===== src/rtl/core/tlpt_pkg.sv =====
// Shared types and constants for the two-level page table walk core
package tlpt_pkg;

    localparam int POOL_TABLES_DEF = 32;
    localparam int NUM_SPACES_DEF  = 4;
    localparam int ENTRIES         = 1024;
    localparam int INDEX_W         = 10;
    localparam int OFFSET_W        = 12;
    localparam int ADDR_W          = 32;
    localparam int FRAME_W         = ADDR_W - OFFSET_W;
    localparam int DIR_LSB         = 22;
    localparam int TBL_LSB         = 12;

    typedef enum logic {
        REQ_MAP       = 1'b0,
        REQ_TRANSLATE = 1'b1
    } req_t;

    typedef enum logic [1:0] {
        ST_OK         = 2'd0,
        ST_NO_TABLES  = 2'd1,
        ST_NOT_MAPPED = 2'd2
    } status_t;

    typedef enum logic [1:0] {
        FSM_CLEAR,
        FSM_IDLE,
        FSM_DIR,
        FSM_TBL
    } fsm_t;

    typedef struct packed {
        logic    clr_step;
        logic    capture;
        logic    map_write;
        logic    alloc;
        logic    tbl_read;
        logic    load_out;
        logic    from_table;
        status_t out_status;
    } cmd_t;

    typedef struct packed {
        logic clr_last;
        logic in_range;
        logic is_map;
        logic dir_present;
        logic pool_full;
        logic out_free;
    } sts_t;

endpackage


===== src/rtl/core/tlpt_ctrl.sv =====
// Request sequencer: clearing pass, directory step, table step, result load
module tlpt_ctrl
    import tlpt_pkg::*;
(
    input  logic clk,
    input  logic rst_n,
    input  logic in_valid,
    output logic in_ready,
    input  sts_t sts,
    output cmd_t cmd
);

    fsm_t state_reg;
    fsm_t state_next;

    always_ff @(posedge clk or negedge rst_n)
    begin
        if (!rst_n)
        begin
            state_reg <= FSM_CLEAR;
        end
        else
        begin
            state_reg <= state_next;
        end
    end

    always_comb
    begin
        state_next     = state_reg;
        cmd            = '0;
        cmd.out_status = ST_OK;
        in_ready       = 1'b0;
        unique case (state_reg)
            FSM_CLEAR:
            begin
                cmd.clr_step = 1'b1;
                if (sts.clr_last)
                begin
                    state_next = FSM_IDLE;
                end
            end
            FSM_IDLE:
            begin
                in_ready = 1'b1;
                if (in_valid)
                begin
                    cmd.capture = 1'b1;
                    state_next  = FSM_DIR;
                end
            end
            FSM_DIR:
            begin
                if (sts.out_free)
                begin
                    state_next = FSM_IDLE;
                    if (!sts.in_range)
                    begin
                        cmd.load_out   = 1'b1;
                        cmd.out_status = ST_NOT_MAPPED;
                    end
                    else if (sts.is_map)
                    begin
                        cmd.load_out = 1'b1;
                        if (!sts.dir_present && sts.pool_full)
                        begin
                            cmd.out_status = ST_NO_TABLES;
                        end
                        else
                        begin
                            cmd.map_write  = 1'b1;
                            cmd.alloc      = !sts.dir_present;
                            cmd.out_status = ST_OK;
                        end
                    end
                    else if (!sts.dir_present)
                    begin
                        cmd.load_out   = 1'b1;
                        cmd.out_status = ST_NOT_MAPPED;
                    end
                    else
                    begin
                        cmd.tbl_read = 1'b1;
                        state_next   = FSM_TBL;
                    end
                end
            end
            FSM_TBL:
            begin
                if (sts.out_free)
                begin
                    cmd.load_out   = 1'b1;
                    cmd.from_table = 1'b1;
                    state_next     = FSM_IDLE;
                end
            end
            default:
            begin
                state_next = FSM_CLEAR;
            end
        endcase
    end

endmodule


===== config.mk =====
export PLATFORM = sky130hd
export DESIGN_NAME = tlpt_ctrl
export DESIGN_NICKNAME = d
export VERILOG_FILES = /design/src/rtl/core/tlpt_pkg.sv /design/src/rtl/core/tlpt_ctrl.sv
export SDC_FILE = /design/constraint.sdc
export NUM_CORES = 1
export LEC_CHECK = 0
export BUFFER_PORTS_ARGS = -buffer_cell sky130_fd_sc_hd__buf_2
export CORE_AREA = 4 4 41 43
export CTS_CLUSTER_SIZE = 16
export DETAILED_ROUTE_END_ITERATION = 10
export DIE_AREA = 0 0 45 47
export PLACE_DENSITY = 0.51
export SYNTH_ARGS = -nofsm -noshare
export SYNTH_HDL_FRONTEND = slang
export SYNTH_SLANG_ARGS = --single-unit

===== constraint.sdc =====
create_clock -name clk -period 2 [get_ports clk]
set_clock_uncertainty 0.15 [all_clocks]
set_input_delay 0.4 -clock clk [delete_from_list [all_inputs] [get_ports clk]]
set_output_delay 0.4 -clock clk [all_outputs]
set_load 0.01 [all_outputs]

==> qor.txt <==
==========================================================================================
Start of the worst register-to-register path ................................ state_reg[0]
Antenna violations before repair ............................................            0
Cell Int Power ..............................................................       282 uW
Worst setup slack after layout ..............................................       145 ps
Run status ..................................................................    completed
YS warnings .................................................................            0
Peak clock frequency supported by timing ....................................    0.539 GHz
Filler Cell Count ...........................................................          145
Maximum vdd ir drop .........................................................     0.501 mV
Antenna Nets Post-Route .....................................................            0
All-Layer GR Usage ..........................................................        7.67%
Floorplan die area ..........................................................    2120 um^2
Worst Setup SP .............................................................. state_reg[0]
Placer congestion estimate ..................................................        0.661
Total core area .............................................................    1300 um^2
Total Power Consumption .....................................................       481 uW
Number of flip-flops and latches in the synthesized netlist .................            2
Ratio of routed vias to standard cells ......................................         4.39
Clock share of power ........................................................        18.8%
Clock latency of the later-clocked register in the worst-skew pair ..........       220 ps
Mean Syn Cell Area ..........................................................    8.30 um^2
Length of the first detailed-routing pass in iterations .....................            4
Count of port buffers added during placement ................................           18
Die Wd ......................................................................        45 um
Logic depth of the worst register-to-register path ..........................            6
Final worst-path cycle share ................................................        92.8%
Antenna diodes ..............................................................            0
Cell at the root of the clock tree .......................................... sky130_fd_sc_hd__clkbuf_4
Final setup TNS .............................................................         0 ps
Via count of the first global-routing pass ..................................          270
Final min period ............................................................      1860 ps
Post-DR wirelength/cell .....................................................      10.1 um
Bufs on Longest Clock Path ..................................................            2
Number of core rows .........................................................           13
Overflow left after global routing ..........................................            0
Maximum number of pins on one net before global-route repair ................            7
Async set or reset register ratio after synthesis ...........................         100%
Most common cell after layout, fill and taps aside .......................... sky130_fd_sc_hd__buf_2
Summed instance area of the synthesized netlist .............................     249 um^2
Critical path launch point type .............................................         flop
Setup CP Type ............................................................... flop to output port
Worst min-delay path class .................................................. input port to async pin
Actual slew at the worst max-slew pin .......................................       246 ps
Critical Path Sink Type .....................................................  output port
Gate power share ............................................................        65.1%
DRC violation count after routing ...........................................            0
Max Fanout on Critical Path .................................................            5
NetSw .......................................................................       199 uW
Worst max-slew margin expressed relative to the limit .......................        83.6%
Clock edge transition at the registers on the reported setup and hold paths .        30 ps
Nets@finish .................................................................           70
Post-placement setup slack ..................................................       205 ps
Number of flip-flops under the largest register name ........................            2
Wire length after detailed routing ..........................................       707 um
Cts bufs inserted ...........................................................            3
Sequential fraction of the synthesis area ...................................        20.1%
Vert. Die Dim ...............................................................        47 um
Clk sink count ..............................................................            2
Setup Viol. Count Final .....................................................            0
Total via count after detailed routing ......................................          307
CP Data Arrival Time ........................................................      1310 ps
Area Growth Syn to Fin ......................................................        72.9%
Number of enable flip-flop cells after synthesis ............................            0
Syn nets ....................................................................           43
Top FF cell, synth .......................................................... sky130_fd_sc_hd__dfrtp_1
Internal reg-to-reg setup slack .............................................       510 ps
Detailed Route Iter0 Violations .............................................            1
Clock tree from TritonCTS ...................................................        built
Crit Reg-Reg Endpoint ....................................................... state_reg[1]
Required time at the endpoint of the critical path ..........................      1450 ps
Number of H-tree levels .....................................................            1
I/O pin count ...............................................................           19
Net Sw Frac .................................................................        41.3%
Static leakage ..............................................................     0.231 nW
Share of cells above drive strength 1 .......................................        50.9%
RSZ-0062 raised after global routing ........................................        false
Cell count after synthesis ..................................................           30
Final count of pins violating max slew ......................................            0
Fin. Hold Viols .............................................................            0
Initial standard-cell utilization of the core ...............................        19.1%
Power share of the sequential group .........................................        16.1%
# Max-Cap Violations ........................................................            0
Global-route wire length before repair ......................................      1140 um
Cell Pwr Density ............................................................ 1120 nW/um^2
Number of distinct standard cells referenced by the synthesized netlist .....           18
==========================================================================================
==> kinds of logic after synthesis <==
logic type | count (synthesis) | share of synthesized area, %
AO/OA/AOI/OAI | 5 | 15.1
adder cells (fa/ha/maj) | 4 | 20.1
buffers and inverters | 4 | 6.03
flip-flops | 2 | 20.1
multiplexers | 2 | 8.04
AND/OR/NAND/NOR | 13 | 30.7
==> metrics by stage <==
stage          std cells  hold slack, ps  util, %  instance area, um^2
6_report              70             340     33.1                  430
5_1_grt               70             359     33.1                  430
4_1_cts               67             325     31.0                  403
3_5_place_dp          63            36.7     27.5                  358
3_3_place_gp          63            36.3     27.5                  358
2_1_floorplan         30           -45.6        -                  249
==> power by group through the flow <==
stage	Sequential, mW	Clock, mW	Combinational [mW]
after floorplan	0.0726	0	0.178
after global placement	0.0748	0	0.256
after detailed placement	0.0752	0	0.256
after CTS	0.0788	0.0977	0.269
after global routing	0.0795	0.0986	0.365
final	0.0774	0.0903	0.313
==> repair_timing <==
item / in CTS / in global routing
buffers inserted: 0 / 3
gates resized for setup: 2 / 2
pin swaps: 1 / 2
hold buffers: 1 / 0
endpoints found under the hold margin: 2 / 0
cloned: 0 / 0
endpoints found under the setup margin: 1 / 3
==> worst max path at each step <==
stage	end	slack, ps	depth (start not counted)
final	cmd[0]	140	5
after global placement	cmd[0]	250	5
after CTS	cmd[0]	20	5
after global routing	cmd[0]	20	5
after floorplan	cmd[0]	310	4
after detailed placement	cmd[0]	210	5
==> synth_stat cells (2+ instances only) <==
cell type	count	area, um^2
sky130_fd_sc_hd__ha_1	4	50.1
sky130_fd_sc_hd__dfrtp_1	2	50.1
sky130_fd_sc_hd__and2_1	2	12.5
sky130_fd_sc_hd__mux2i_1	2	20.0
sky130_fd_sc_hd__nor2_1	3	11.3
sky130_fd_sc_hd__inv_1	4	15.0
sky130_fd_sc_hd__a21oi_1	2	10.0
==> critical path: stages (launching register included) <==
cell,delay (ps)
sky130_fd_sc_hd__dfrtp_1,380
sky130_fd_sc_hd__inv_2,90
sky130_fd_sc_hd__ha_4,150
sky130_fd_sc_hd__nand4_1,130
sky130_fd_sc_hd__nor3b_2,190
sky130_fd_sc_hd__buf_2,140
==> cell type report <==
type	count	area (um^2)	area share, %
Tap cell	15	18.8	4.36
Timing Repair Buffer	22	123	28.5
Inverter	4	15.0	3.49
Sequential cell	2	50.0	11.6
Multi-Input combinational cell	24	201	46.8
Clock buffer	3	22.5	5.23
==> layer usage <==
layer  up-vias  GRT usage (%)  routed length [um]
met4         0           7.02                  17
met1       133           8.88                 276
li1        157              -                   -
met3         2          0.766                  61
met5         -              0                   0
met2        15           12.4                 351
Power figures use the tool's default switching activity.
